==> src/rtl/fmd_pkg.sv <==
package fmd_pkg;

   // Defaults for the top-level parameters
   localparam int SAMPLES_PER_BIT_DEF = 44;
   localparam int SAMPLE_WIDTH_DEF    = 16;
   localparam int FIFO_DEPTH_DEF      = 4;

   // Tone synthesis constants
   localparam logic [63:0] RATE_HZ  = 64'd44100;
   localparam logic [63:0] TONE0_HZ = 64'd2000;
   localparam logic [63:0] TONE1_HZ = 64'd4000;
   localparam logic [63:0] PI_Q30   = 64'd3373259426;
   localparam logic [63:0] ONE_Q30  = 64'd1073741824;

   localparam int REF_W        = 16;
   localparam int ACC_W        = 37;
   localparam int MAG_W        = ACC_W + 1;
   localparam int CONF_W       = 16;
   localparam int BIT_W        = 12;
   localparam int TABLE_DEPTH  = 256;
   localparam int TABLE_IDX_W  = 8;

   // Register file
   localparam int CSR_IDX_W = 1;
   localparam logic [CSR_IDX_W-1:0] CSR_FRAME_BITS   = 1'b0;
   localparam logic [CSR_IDX_W-1:0] CSR_PAYLOAD_BITS = 1'b1;
   localparam logic [BIT_W-1:0] FRAME_BITS_RST   = 12'd1208;
   localparam logic [BIT_W-1:0] PAYLOAD_BITS_RST = 12'd1200;

   typedef logic [TABLE_DEPTH-1:0][REF_W-1:0] tone_table_type;

   // One finished bit group, handed from the accumulator to the decision stage
   typedef struct packed {
      logic signed [ACC_W-1:0] low_sum;
      logic signed [ACC_W-1:0] high_sum;
      logic [BIT_W-1:0]        bit_index;
      logic                    is_check;
      logic                    frame_last;
   } bit_rec_type;

   // sin(2*pi*hz*pos/RATE_HZ) in Q1.15: angle folded into the first quadrant,
   // Horner series through x^11/11! in Q30
   function automatic logic signed [REF_W-1:0] tone_ref(input logic [63:0] hz,
                                                        input logic [63:0] pos);
      logic [63:0] k;
      logic [63:0] m;
      logic [63:0] x;
      logic [63:0] x2;
      logic [63:0] t;
      logic [63:0] s;
      logic [63:0] r;
      logic        neg;
      k = (hz * pos) % RATE_HZ;
      m = 64'd2 * k;
      neg = 1'b0;
      if (m >= RATE_HZ) begin
         neg = 1'b1;
         m = 64'd2 * RATE_HZ - m;
      end
      if (64'd2 * m > RATE_HZ) m = RATE_HZ - m;
      x  = (m * PI_Q30 + RATE_HZ / 2) / RATE_HZ;
      x2 = (x * x) >> 30;
      t  = ONE_Q30;
      t  = ONE_Q30 - ((x2 * t) >> 30) / 110;
      t  = ONE_Q30 - ((x2 * t) >> 30) / 72;
      t  = ONE_Q30 - ((x2 * t) >> 30) / 42;
      t  = ONE_Q30 - ((x2 * t) >> 30) / 20;
      t  = ONE_Q30 - ((x2 * t) >> 30) / 6;
      s  = (x * t) >> 30;
      r  = (s * 64'd32768 + (64'd1 << 29)) >> 30;
      if (r > 64'd32767) r = 64'd32767;
      return neg ? -REF_W'(r) : REF_W'(r);
   endfunction

   function automatic tone_table_type tone_table(input logic [63:0] hz);
      tone_table_type tbl;
      for (int p = 0; p < TABLE_DEPTH; p++) begin
         tbl[p] = tone_ref(hz, 64'(p));
      end
      return tbl;
   endfunction

endpackage

==> src/rtl/fmd_fifo.sv <==
module fmd_fifo #(
   parameter int WIDTH = 8,
   parameter int DEPTH = 4
) (
   input  logic                       clock,
   input  logic                       reset,
   input  logic                       push,
   input  logic [WIDTH-1:0]           push_data,
   input  logic                       pop,
   output logic [WIDTH-1:0]           pop_data,
   output logic [$clog2(DEPTH+1)-1:0] count,
   output logic                       empty
);
   localparam int PTR_W = $clog2(DEPTH);
   localparam int CNT_W = $clog2(DEPTH + 1);
   localparam logic [PTR_W-1:0] PTR_LAST = PTR_W'(DEPTH - 1);

   logic [WIDTH-1:0] slot_ff [DEPTH];
   logic [PTR_W-1:0] wr_ptr_ff, wr_ptr_in;
   logic [PTR_W-1:0] rd_ptr_ff, rd_ptr_in;
   logic [CNT_W-1:0] count_ff, count_in;

   always_comb begin
      wr_ptr_in = wr_ptr_ff;
      rd_ptr_in = rd_ptr_ff;
      count_in  = count_ff;
      if (push) wr_ptr_in = (wr_ptr_ff == PTR_LAST) ? '0 : wr_ptr_ff + 1'b1;
      if (pop)  rd_ptr_in = (rd_ptr_ff == PTR_LAST) ? '0 : rd_ptr_ff + 1'b1;
      if (push && !pop) count_in = count_ff + 1'b1;
      else if (pop && !push) count_in = count_ff - 1'b1;
   end

   always_ff @(posedge clock) begin
      if (reset) begin
         wr_ptr_ff <= '0;
         rd_ptr_ff <= '0;
         count_ff  <= '0;
      end else begin
         wr_ptr_ff <= wr_ptr_in;
         rd_ptr_ff <= rd_ptr_in;
         count_ff  <= count_in;
      end
      if (push) slot_ff[wr_ptr_ff] <= push_data;
   end

   assign pop_data = slot_ff[rd_ptr_ff];
   assign count    = count_ff;
   assign empty    = (count_ff == '0);

   a_no_overflow: assert property (@(posedge clock) disable iff (reset)
      push |-> count_ff < CNT_W'(DEPTH))
      else $error("beat pushed into full queue");

   a_no_underflow: assert property (@(posedge clock) disable iff (reset)
      pop |-> count_ff != '0)
      else $error("pop from empty queue");

endmodule

==> src/rtl/fmd_front.sv <==
module fmd_front #(
   parameter int SAMPLES_PER_BIT = fmd_pkg::SAMPLES_PER_BIT_DEF,
   parameter int SAMPLE_WIDTH    = fmd_pkg::SAMPLE_WIDTH_DEF,
   parameter int FIFO_DEPTH      = fmd_pkg::FIFO_DEPTH_DEF
) (
   input  logic                              clock,
   input  logic                              reset,
   input  logic                              req_valid,
   output logic                              req_stall,
   input  logic signed [SAMPLE_WIDTH-1:0]    req_sample,
   input  logic                              req_frame_start,
   input  logic [fmd_pkg::BIT_W-1:0]         frame_bits,
   input  logic [fmd_pkg::BIT_W-1:0]         payload_bits,
   input  logic [$clog2(FIFO_DEPTH+1)-1:0]   fifo_count,
   output logic                              push,
   output fmd_pkg::bit_rec_type              push_rec
);
   import fmd_pkg::*;

   localparam int POS_W  = $clog2(SAMPLES_PER_BIT);
   localparam int PROD_W = SAMPLE_WIDTH + REF_W;
   localparam int SUM_W  = ((PROD_W > ACC_W) ? PROD_W : ACC_W) + 1;
   localparam int CNT_W  = $clog2(FIFO_DEPTH + 1);
   localparam int CRED_W = CNT_W + 1;
   localparam logic [POS_W-1:0] POS_LAST = POS_W'(SAMPLES_PER_BIT - 1);
   localparam tone_table_type LOW_TABLE  = tone_table(TONE0_HZ);
   localparam tone_table_type HIGH_TABLE = tone_table(TONE1_HZ);

   typedef struct packed {
      logic             start;
      logic             grp_end;
      logic [BIT_W-1:0] bit_index;
      logic             is_check;
      logic             frame_last;
   } tag_type;

   function automatic logic signed [ACC_W-1:0] sat_acc(input logic signed [SUM_W-1:0] v);
      if ((v[SUM_W-1:ACC_W-1] == '0) || (v[SUM_W-1:ACC_W-1] == '1)) return v[ACC_W-1:0];
      else if (v[SUM_W-1]) return {1'b1, {(ACC_W-1){1'b0}}};
      else return {1'b0, {(ACC_W-1){1'b1}}};
   endfunction

   logic                    active_ff, active_in;
   logic [POS_W-1:0]        pos_ff, pos_in;
   logic [BIT_W-1:0]        bit_ff, bit_in;

   logic                    a_valid_ff, a_valid_in;
   tag_type                 a_tag_ff, a_tag_in;
   logic signed [SAMPLE_WIDTH-1:0] a_sample_ff;
   logic signed [REF_W-1:0] a_ref0_ff, a_ref0_in;
   logic signed [REF_W-1:0] a_ref1_ff, a_ref1_in;

   logic                    b_valid_ff;
   tag_type                 b_tag_ff;
   logic signed [PROD_W-1:0] b_prod0_ff, b_prod0_in;
   logic signed [PROD_W-1:0] b_prod1_ff, b_prod1_in;

   logic signed [ACC_W-1:0] acc0_ff, acc0_in;
   logic signed [ACC_W-1:0] acc1_ff, acc1_in;

   logic                    accept, take;
   logic [POS_W-1:0]        pos_cur;
   logic [BIT_W-1:0]        bit_cur;
   logic [TABLE_IDX_W-1:0]  tbl_idx;
   logic [CRED_W-1:0]       credit;
   logic signed [ACC_W-1:0] base0, base1;
   logic signed [SUM_W-1:0] sum0, sum1;
   logic signed [ACC_W-1:0] sat0, sat1;

   // Reserve a queue slot for every group end still in the pipeline
   assign credit = CRED_W'(fifo_count) + CRED_W'(a_valid_ff && a_tag_ff.grp_end)
                 + CRED_W'(b_valid_ff && b_tag_ff.grp_end);
   assign req_stall = (credit >= CRED_W'(FIFO_DEPTH));

   always_comb begin
      accept = req_valid && !req_stall;
      take   = accept && (req_frame_start || active_ff);
      pos_cur = req_frame_start ? '0 : pos_ff;
      bit_cur = req_frame_start ? '0 : bit_ff;

      a_tag_in.start      = req_frame_start;
      a_tag_in.grp_end    = (pos_cur == POS_LAST);
      a_tag_in.bit_index  = bit_cur;
      a_tag_in.is_check   = (bit_cur >= payload_bits);
      a_tag_in.frame_last = ((BIT_W+1)'(bit_cur) + 1'b1) >= (BIT_W+1)'(frame_bits);

      active_in = active_ff;
      pos_in    = pos_ff;
      bit_in    = bit_ff;
      if (take) begin
         active_in = !(a_tag_in.grp_end && a_tag_in.frame_last);
         pos_in    = a_tag_in.grp_end ? '0 : pos_cur + 1'b1;
         bit_in    = (a_tag_in.grp_end && !a_tag_in.frame_last) ? bit_cur + 1'b1 : bit_cur;
      end

      tbl_idx    = TABLE_IDX_W'(pos_cur);
      a_valid_in = take;
      a_ref0_in  = LOW_TABLE[tbl_idx];
      a_ref1_in  = HIGH_TABLE[tbl_idx];

      b_prod0_in = PROD_W'(a_sample_ff) * PROD_W'(a_ref0_ff);
      b_prod1_in = PROD_W'(a_sample_ff) * PROD_W'(a_ref1_ff);

      // Accumulate; a frame start drops any partial group
      base0 = b_tag_ff.start ? '0 : acc0_ff;
      base1 = b_tag_ff.start ? '0 : acc1_ff;
      sum0  = SUM_W'(base0) + SUM_W'(b_prod0_ff);
      sum1  = SUM_W'(base1) + SUM_W'(b_prod1_ff);
      sat0  = sat_acc(sum0);
      sat1  = sat_acc(sum1);
      acc0_in = acc0_ff;
      acc1_in = acc1_ff;
      if (b_valid_ff) begin
         acc0_in = b_tag_ff.grp_end ? '0 : sat0;
         acc1_in = b_tag_ff.grp_end ? '0 : sat1;
      end

      push                = b_valid_ff && b_tag_ff.grp_end;
      push_rec.low_sum    = sat0;
      push_rec.high_sum   = sat1;
      push_rec.bit_index  = b_tag_ff.bit_index;
      push_rec.is_check   = b_tag_ff.is_check;
      push_rec.frame_last = b_tag_ff.frame_last;
   end

   always_ff @(posedge clock) begin
      if (reset) begin
         active_ff  <= 1'b0;
         pos_ff     <= '0;
         bit_ff     <= '0;
         a_valid_ff <= 1'b0;
         b_valid_ff <= 1'b0;
      end else begin
         active_ff  <= active_in;
         pos_ff     <= pos_in;
         bit_ff     <= bit_in;
         a_valid_ff <= a_valid_in;
         b_valid_ff <= a_valid_ff;
      end
      a_tag_ff    <= a_tag_in;
      a_sample_ff <= req_sample;
      a_ref0_ff   <= a_ref0_in;
      a_ref1_ff   <= a_ref1_in;
      b_tag_ff    <= a_tag_ff;
      b_prod0_ff  <= b_prod0_in;
      b_prod1_ff  <= b_prod1_in;
      acc0_ff     <= acc0_in;
      acc1_ff     <= acc1_in;
   end

   a_credit_bound: assert property (@(posedge clock) disable iff (reset)
      credit <= CRED_W'(FIFO_DEPTH))
      else $error("group ends in flight exceed queue space");

   a_start_restarts: assert property (@(posedge clock) disable iff (reset)
      (req_valid && !req_stall && req_frame_start)
      |=> (a_valid_ff && a_tag_ff.start && a_tag_ff.bit_index == '0))
      else $error("frame start beat did not restart the bit count");

endmodule

==> src/rtl/fmd_back.sv <==
module fmd_back (
   input  logic                            clock,
   input  logic                            reset,
   input  logic                            fifo_empty,
   input  fmd_pkg::bit_rec_type            pop_rec,
   output logic                            pop,
   output logic                            rsp_valid,
   input  logic                            rsp_stall,
   output logic                            rsp_bit_value,
   output logic signed [fmd_pkg::ACC_W-1:0] rsp_low_tone_corr,
   output logic signed [fmd_pkg::ACC_W-1:0] rsp_high_tone_corr,
   output logic [fmd_pkg::CONF_W-1:0]      rsp_confidence,
   output logic [fmd_pkg::BIT_W-1:0]       rsp_bit_index,
   output logic                            rsp_is_check_bit,
   output logic                            rsp_frame_last
);
   import fmd_pkg::*;

   localparam int REM_W  = MAG_W + 1;
   localparam int STEP_W = $clog2(CONF_W);
   localparam logic [STEP_W-1:0] STEP_LAST = STEP_W'(CONF_W - 1);

   typedef enum logic [1:0] {ST_IDLE, ST_LOAD, ST_DIV, ST_HOLD} state_type;

   state_type            state_ff, state_in;
   bit_rec_type          rec_ff, rec_in;
   logic [MAG_W-1:0]     rem_ff, rem_in;
   logic [MAG_W-1:0]     den_ff, den_in;
   logic [CONF_W-1:0]    quo_ff, quo_in;
   logic [STEP_W-1:0]    step_ff, step_in;

   logic                 out_valid_ff, out_valid_in;
   logic                 out_bit_ff, out_bit_in;
   logic signed [ACC_W-1:0] out_low_ff, out_low_in;
   logic signed [ACC_W-1:0] out_high_ff, out_high_in;
   logic [CONF_W-1:0]    out_conf_ff, out_conf_in;
   logic [BIT_W-1:0]     out_index_ff, out_index_in;
   logic                 out_check_ff, out_check_in;
   logic                 out_last_ff, out_last_in;

   logic signed [MAG_W-1:0] diff;
   logic [MAG_W-1:0]     mag_d, mag_h, mag_l, den_sum;
   logic [REM_W-1:0]     shifted, den_ext, sub;
   logic                 ge, out_free;

   always_comb begin
      pop = (state_ff == ST_IDLE) && !fifo_empty;

      diff    = MAG_W'(rec_ff.high_sum) - MAG_W'(rec_ff.low_sum);
      mag_d   = diff[MAG_W-1] ? -diff : diff;
      mag_h   = rec_ff.high_sum[ACC_W-1] ? -MAG_W'(rec_ff.high_sum) : MAG_W'(rec_ff.high_sum);
      mag_l   = rec_ff.low_sum[ACC_W-1] ? -MAG_W'(rec_ff.low_sum) : MAG_W'(rec_ff.low_sum);
      den_sum = mag_h + mag_l;

      // One restoring step per cycle; the remainder stays below the divisor
      shifted = {rem_ff, 1'b0};
      den_ext = {1'b0, den_ff};
      ge      = (shifted >= den_ext);
      sub     = shifted - den_ext;

      out_free = !out_valid_ff || !rsp_stall;

      state_in     = state_ff;
      rec_in       = rec_ff;
      rem_in       = rem_ff;
      den_in       = den_ff;
      quo_in       = quo_ff;
      step_in      = step_ff;
      out_valid_in = out_valid_ff && rsp_stall;
      out_bit_in   = out_bit_ff;
      out_low_in   = out_low_ff;
      out_high_in  = out_high_ff;
      out_conf_in  = out_conf_ff;
      out_index_in = out_index_ff;
      out_check_in = out_check_ff;
      out_last_in  = out_last_ff;

      unique case (state_ff)
         ST_IDLE: begin
            if (pop) begin
               rec_in   = pop_rec;
               state_in = ST_LOAD;
            end
         end
         ST_LOAD: begin
            den_in  = den_sum;
            rem_in  = mag_d;
            quo_in  = '0;
            step_in = '0;
            if (den_sum == '0) begin
               state_in = ST_HOLD;
            end else if (mag_d == den_sum) begin
               quo_in   = '1;
               state_in = ST_HOLD;
            end else begin
               state_in = ST_DIV;
            end
         end
         ST_DIV: begin
            rem_in  = ge ? sub[MAG_W-1:0] : shifted[MAG_W-1:0];
            quo_in  = {quo_ff[CONF_W-2:0], ge};
            step_in = step_ff + 1'b1;
            if (step_ff == STEP_LAST) state_in = ST_HOLD;
         end
         ST_HOLD: begin
            if (out_free) begin
               out_valid_in = 1'b1;
               out_bit_in   = (rec_ff.high_sum > rec_ff.low_sum);
               out_low_in   = rec_ff.low_sum;
               out_high_in  = rec_ff.high_sum;
               out_conf_in  = quo_ff;
               out_index_in = rec_ff.bit_index;
               out_check_in = rec_ff.is_check;
               out_last_in  = rec_ff.frame_last;
               state_in     = ST_IDLE;
            end
         end
      endcase
   end

   always_ff @(posedge clock) begin
      if (reset) begin
         state_ff     <= ST_IDLE;
         out_valid_ff <= 1'b0;
      end else begin
         state_ff     <= state_in;
         out_valid_ff <= out_valid_in;
      end
      rec_ff       <= rec_in;
      rem_ff       <= rem_in;
      den_ff       <= den_in;
      quo_ff       <= quo_in;
      step_ff      <= step_in;
      out_bit_ff   <= out_bit_in;
      out_low_ff   <= out_low_in;
      out_high_ff  <= out_high_in;
      out_conf_ff  <= out_conf_in;
      out_index_ff <= out_index_in;
      out_check_ff <= out_check_in;
      out_last_ff  <= out_last_in;
   end

   assign rsp_valid          = out_valid_ff;
   assign rsp_bit_value      = out_bit_ff;
   assign rsp_low_tone_corr  = out_low_ff;
   assign rsp_high_tone_corr = out_high_ff;
   assign rsp_confidence     = out_conf_ff;
   assign rsp_bit_index      = out_index_ff;
   assign rsp_is_check_bit   = out_check_ff;
   assign rsp_frame_last     = out_last_ff;

   a_div_operands: assert property (@(posedge clock) disable iff (reset)
      (state_ff == ST_DIV) |-> (den_ff != '0 && rem_ff < den_ff))
      else $error("divider remainder not below divisor");

   a_beat_from_hold: assert property (@(posedge clock) disable iff (reset)
      $rose(rsp_valid) |-> $past(state_ff == ST_HOLD))
      else $error("result beat raised outside the hold state");

endmodule

==> src/rtl/fsk_matched_filter_demodulator_unit.sv <==
// Binary FSK correlation demodulator.
// Input channel (req_*): one audio sample per beat, req_frame_start marks the first
// sample of a frame. Samples arriving outside a frame without a start flag are dropped.
// Each group of SAMPLES_PER_BIT samples is correlated against the 2 kHz and 4 kHz
// reference tones; one result beat (rsp_*) follows each completed group with the
// decided bit, both correlations, a Q0.16 confidence, the bit index and the flags.
// Configuration (csr_*): frame_bits at index 0, payload_bits at index 1; write only
// while no group is in flight.
// Throughput: one sample per cycle while req_stall is low. The decision stage handles each bit
// in order (queue pop, magnitude load, 16 radix-2 divider steps, output load), or skips
// the divide when both sums are zero or |c1-c0| equals |c1|+|c0|, and takes no new
// bit before the last one has left; when groups end faster than it retires them,
// req_stall rises once the bit queue fills.
// Reset clears the frame, position and bit counters, empties the pipeline and the
// queue and loads frame_bits = 1208, payload_bits = 1200.
// A stalled result beat holds; the sample pipeline keeps running until the queue
// plus groups in flight reach the queue depth, then req_stall asserts.
module fsk_matched_filter_demodulator_unit #(
   parameter int SAMPLES_PER_BIT = fmd_pkg::SAMPLES_PER_BIT_DEF,
   parameter int SAMPLE_WIDTH    = fmd_pkg::SAMPLE_WIDTH_DEF,
   parameter int FIFO_DEPTH      = fmd_pkg::FIFO_DEPTH_DEF
) (
   input  logic                              clock,
   input  logic                              reset,
   input  logic                              req_valid,
   output logic                              req_stall,
   input  logic signed [SAMPLE_WIDTH-1:0]    req_sample,
   input  logic                              req_frame_start,
   output logic                              rsp_valid,
   input  logic                              rsp_stall,
   output logic                              rsp_bit_value,
   output logic signed [fmd_pkg::ACC_W-1:0]  rsp_low_tone_corr,
   output logic signed [fmd_pkg::ACC_W-1:0]  rsp_high_tone_corr,
   output logic [fmd_pkg::CONF_W-1:0]        rsp_confidence,
   output logic [fmd_pkg::BIT_W-1:0]         rsp_bit_index,
   output logic                              rsp_is_check_bit,
   output logic                              rsp_frame_last,
   input  logic                              csr_wr_en,
   input  logic [fmd_pkg::CSR_IDX_W-1:0]     csr_index,
   input  logic [fmd_pkg::BIT_W-1:0]         csr_wdata
);
   import fmd_pkg::*;

   localparam int REC_W = $bits(bit_rec_type);
   localparam int CNT_W = $clog2(FIFO_DEPTH + 1);

   logic [BIT_W-1:0] frame_bits_ff, frame_bits_in;
   logic [BIT_W-1:0] payload_bits_ff, payload_bits_in;

   logic             push, pop, fifo_empty;
   bit_rec_type      push_rec, pop_rec;
   logic [REC_W-1:0] fifo_rd_data;
   logic [CNT_W-1:0] fifo_count;

   always_comb begin
      frame_bits_in   = frame_bits_ff;
      payload_bits_in = payload_bits_ff;
      if (csr_wr_en) begin
         if (csr_index == CSR_FRAME_BITS) frame_bits_in = csr_wdata;
         else if (csr_index == CSR_PAYLOAD_BITS) payload_bits_in = csr_wdata;
      end
   end

   always_ff @(posedge clock) begin
      if (reset) begin
         frame_bits_ff   <= FRAME_BITS_RST;
         payload_bits_ff <= PAYLOAD_BITS_RST;
      end else begin
         frame_bits_ff   <= frame_bits_in;
         payload_bits_ff <= payload_bits_in;
      end
   end

   fmd_front #(
      .SAMPLES_PER_BIT (SAMPLES_PER_BIT),
      .SAMPLE_WIDTH    (SAMPLE_WIDTH),
      .FIFO_DEPTH      (FIFO_DEPTH)
   ) u_front (
      .clock           (clock),
      .reset           (reset),
      .req_valid       (req_valid),
      .req_stall       (req_stall),
      .req_sample      (req_sample),
      .req_frame_start (req_frame_start),
      .frame_bits      (frame_bits_ff),
      .payload_bits    (payload_bits_ff),
      .fifo_count      (fifo_count),
      .push            (push),
      .push_rec        (push_rec)
   );

   fmd_fifo #(
      .WIDTH (REC_W),
      .DEPTH (FIFO_DEPTH)
   ) u_fifo (
      .clock     (clock),
      .reset     (reset),
      .push      (push),
      .push_data (push_rec),
      .pop       (pop),
      .pop_data  (fifo_rd_data),
      .count     (fifo_count),
      .empty     (fifo_empty)
   );

   assign pop_rec = bit_rec_type'(fifo_rd_data);

   fmd_back u_back (
      .clock              (clock),
      .reset              (reset),
      .fifo_empty         (fifo_empty),
      .pop_rec            (pop_rec),
      .pop                (pop),
      .rsp_valid          (rsp_valid),
      .rsp_stall          (rsp_stall),
      .rsp_bit_value      (rsp_bit_value),
      .rsp_low_tone_corr  (rsp_low_tone_corr),
      .rsp_high_tone_corr (rsp_high_tone_corr),
      .rsp_confidence     (rsp_confidence),
      .rsp_bit_index      (rsp_bit_index),
      .rsp_is_check_bit   (rsp_is_check_bit),
      .rsp_frame_last     (rsp_frame_last)
   );

endmodule

==> config.mk <==
export PLATFORM = sky130hd
export DESIGN_NAME = fsk_matched_filter_demodulator_unit
export DESIGN_NICKNAME = d
export VERILOG_FILES = /design/src/rtl/fmd_pkg.sv /design/src/rtl/fmd_fifo.sv /design/src/rtl/fmd_front.sv /design/src/rtl/fmd_back.sv /design/src/rtl/fsk_matched_filter_demodulator_unit.sv
export SDC_FILE = /design/constraint.sdc
export NUM_CORES = 2
export LEC_CHECK = 0
export BUFFER_PORTS_ARGS = -buffer_cell sky130_fd_sc_hd__buf_2
export CORE_ASPECT_RATIO = 0.9
export CORE_MARGIN = 8
export CORE_UTILIZATION = 60
export CTS_BUF_LIST = sky130_fd_sc_hd__clkbuf_4 sky130_fd_sc_hd__clkbuf_8
export DETAILED_ROUTE_END_ITERATION = 6
export GPL_TIMING_DRIVEN = 0
export HOLD_SLACK_MARGIN = 0.02
export PLACE_DENSITY = 0.79
export SYNTH_ARGS = -nofsm -noshare
export SYNTH_HDL_FRONTEND = slang
export SYNTH_SLANG_ARGS = --single-unit
==> constraint.sdc <==
create_clock -name clock -period 12.19 [get_ports clock]
set_input_delay 1.8285 -clock clock [delete_from_list [all_inputs] [get_ports clock]]
set_output_delay 1.8285 -clock clock [all_outputs]
set_load 0.1 [all_outputs]
==> metrics.cfg <==
[grt]
overflow=0
grt_pass1_wl_um=315000
antenna_found_initial=6
grt_pass1_vias=53674
grt_max_degree=68
gr-usage-all-layers_pct=32.4

[cells_and_area]
design_area_sq_um=75300
drive_gt1_share_pct=8.59
layout_commonest_cell=inv_1
syn_to_final_growth_pct=8.97
layout_common_cells=inv_1 (777), edfxtp_1 (715), nand2_1 (640)
nNetsFinal=7945
fillers=8818

[die]
die_w_um=374
start_util_pct=60.3
placementRows=118
fp.dieH_um=338
die_area_sq_um=126000
io_pins=142
core-area_sq_um=115000

[synthesis]
synth_top_cell_area_share_pct=31.1
synth-async-reset-ratio_pct=0
synth_fp_nets=7645
yosysTopAreaCell=edfxtp_1
yosysWarningCount=0
yosysUniqueCellTypes=112
synth-seq-cells=914
syn_inst=6678
synth_area_sq_um=69100
yosys_most_used_dff=edfxtp_1
avgSynthCellArea_sq_um=10.4
ys_seq_area_share_pct=36.8
synth-edff-count=715
synth.area.top_cells=edfxtp_1 (31%), fa_1 (15%), ha_1 (7.3%)

[timing]
worst_pin_slew_ns=1.25
timing.final.crit_share_pct=68.0
finalSetupViolations=0
slew_viol_final=0
max_freq_ghz=0.121
rsz0062_at_grt=false
relSlewSlack_pct=16.4
setup-tns-final_ns=0
skew_ns=0.109
period_needed_ns=8.29
fin_hold_ws_ns=0.321
hold_violations=0

[pwr]
p_leak_nw=31.7
p_per_area_nw_per_um2=299
total_power_w=0.0225
ir_worst_vdd_mv=0.277

[drt]
drt-pass1-iter-count=7
ant_nets=0
avgRoutedWirePerCell_um=24.2
num_vias=53888
finalWirelength_um=208000
drtIter0Drc=5669
drc_errors=1
viasPerCell=6.26

[worst_hold_path]
hold_start=u_front.a_tag_ff[1]
holdCritPathClass=reg2reg
min_to=u_front.push_rec[1]
hold-path-cell-count=0

[critical_path]
cpPeakStageDelay_ns=0.72
cp_max_fo=10
crit_path_start_kind=flop
cp-end-kind=flop
critPathSlowestCell=xnor2_1
r2r-end=u_front.b_prod1_ff[31]
rr_startpoint=u_front.a_ref1_ff[3]
arrival_ns=8.97
required_ns=12.87
reg2reg_depth=25
r2r_slack_ns=3.90
critPathKind=reg2reg

[place]
gp_congestion=1.01
hpwl_um=159000
io_buffers=140
place_area_sq_um=72000

[clock_network]
cts_max_level=4
post_cts_buffers=0
cts_made_buffers=148
cts_tree=built
clk_path_buf_depth=3
path_clk_slew_ns=0.07
cts_hold_repair.buffers=0
cts-resized-gates=0
numClockSinks=914
cts-root-buf=clkbuf_8
clk_latency_ns=0.92

[outcome]
violations=DRC
status=finished with violations

[job]
maxCapViolCount=0

registers in the layout, summed over array words and instances, names as in the netlist, 14 cells and up:
signal / count
u_fifo.slot_ff: 352
u_back.rec_ff: 88
u_back.den_ff: 38
u_back.rem_ff: 38
u_back.rsp_high_tone_corr: 37
u_back.rsp_low_tone_corr: 37
u_front.acc0_ff: 37
u_front.acc1_ff: 37
u_front.b_prod0_ff: 32
u_front.b_prod1_ff: 32
u_back.quo_ff: 16
u_back.rsp_confidence: 16
u_front.a_ref0_ff: 16
u_front.a_ref1_ff: 16
u_front.a_sample_ff: 16
u_front.a_tag_ff: 16
u_front.push_rec: 14
worst max path at each step:
stage / from / end / slack, ns / depth (start not counted)
3_3_place_gp: rsp_stall / u_back.rsp_high_tone_corr[24] / -2.35 / 2
6_report: u_front.a_ref1_ff[3] / u_front.b_prod1_ff[31] / 3.90 / 25
2_1_floorplan: rsp_stall / u_back.rsp_bit_index[0] / 2.06 / 1
4_1_cts: u_front.a_ref1_ff[2] / u_front.b_prod1_ff[31] / 4.07 / 25
3_5_place_dp: u_front.a_ref1_ff[2] / u_front.b_prod1_ff[31] / 4.05 / 25
5_1_grt: u_front.a_ref1_ff[3] / u_front.b_prod1_ff[31] / 3.40 / 25
synth_stat cells, types with 23 or more instances:
cell type / n
or2_2: 23
o31ai_1: 35
nor2_1: 387
a21o_1: 135
edfxtp_1: 715
clkbuf_1: 258
nand4_1: 47
or3_1: 24
xnor2_1: 247
and3_1: 54
o21bai_1: 24
a21oi_1: 358
inv_1: 778
nand2b_1: 74
a211oi_1: 35
mux4_2: 88
maj3_1: 25
xor2_1: 97
nor3_1: 76
o21ai_0: 288
nor2b_1: 168
and2_1: 243
dfxtp_1: 199
a31oi_1: 51
fa_1: 530
nand3_1: 101
nand2_1: 640
o21a_1: 36
ha_1: 402
nor4_1: 27
o211ai_1: 47
area by class of cell:
class / instances / area [sq um] / area share, %
Antenna cell: 2 / 5.00 / 0.00665
Inverter: 782 / 2940 / 3.90
Tap cell: 1500 / 1880 / 2.49
Multi-Input combinational cell: 4684 / 39600 / 52.6
Sequential cell: 914 / 25500 / 33.8
Clock inverter: 77 / 870 / 1.15
Clock buffer: 196 / 2440 / 3.24
Timing Repair Buffer: 150 / 953 / 1.27
Buffer: 298 / 1180 / 1.56
through the flow:
step,worst slack [ns],utilization (%),cells
finish,3.90,65.7,8603
global route,3.40,65.7,8602
CTS,4.07,65.6,8601
detailed placement,4.05,62.8,8328
global placement,-2.35,62.5,8318
floorplan,2.06,-,6678
per-layer routing:
metal | routed length, um | track usage, % | up-vias
li1 | - | - | 23735
met1 | 82900 | 43.1 | 26602
met2 | 94400 | 51.6 | 2935
met3 | 19300 | 5.99 | 614
met4 | 11100 | 15.7 | 2
met5 | 16 | 0 | -
cell families after synthesis:
kind of cell | Yosys count | synth area share (%)
and+or+nand+nor | 1968 | 14.2
AOI/OAI and AO/OA | 1299 | 12.3
buffers and inverters | 1080 | 5.95
adders and majority gates | 957 | 23.0
DFF | 914 | 36.8
xor gates and xnor gates | 350 | 4.55
muxes | 110 | 3.20
report_power, final:
part	switching, W	internal, W
logic	0.00931	0.00497
clock network	0.00132	0.00166
registers	0.000546	0.00471
critical path, delay by kind of cell (launching register included):
kind / cells / cell delay [ns]
and+or+nand+nor: 2 / 0.25
AOI/OAI and AO/OA: 11 / 2.48
xor gates and xnor gates: 1 / 0.72
adders and majority gates: 7 / 3.30
DFF: 1 / 0.56
buffers and inverters: 4 / 0.72
Note: power is estimated with default switching activity, not from simulation.
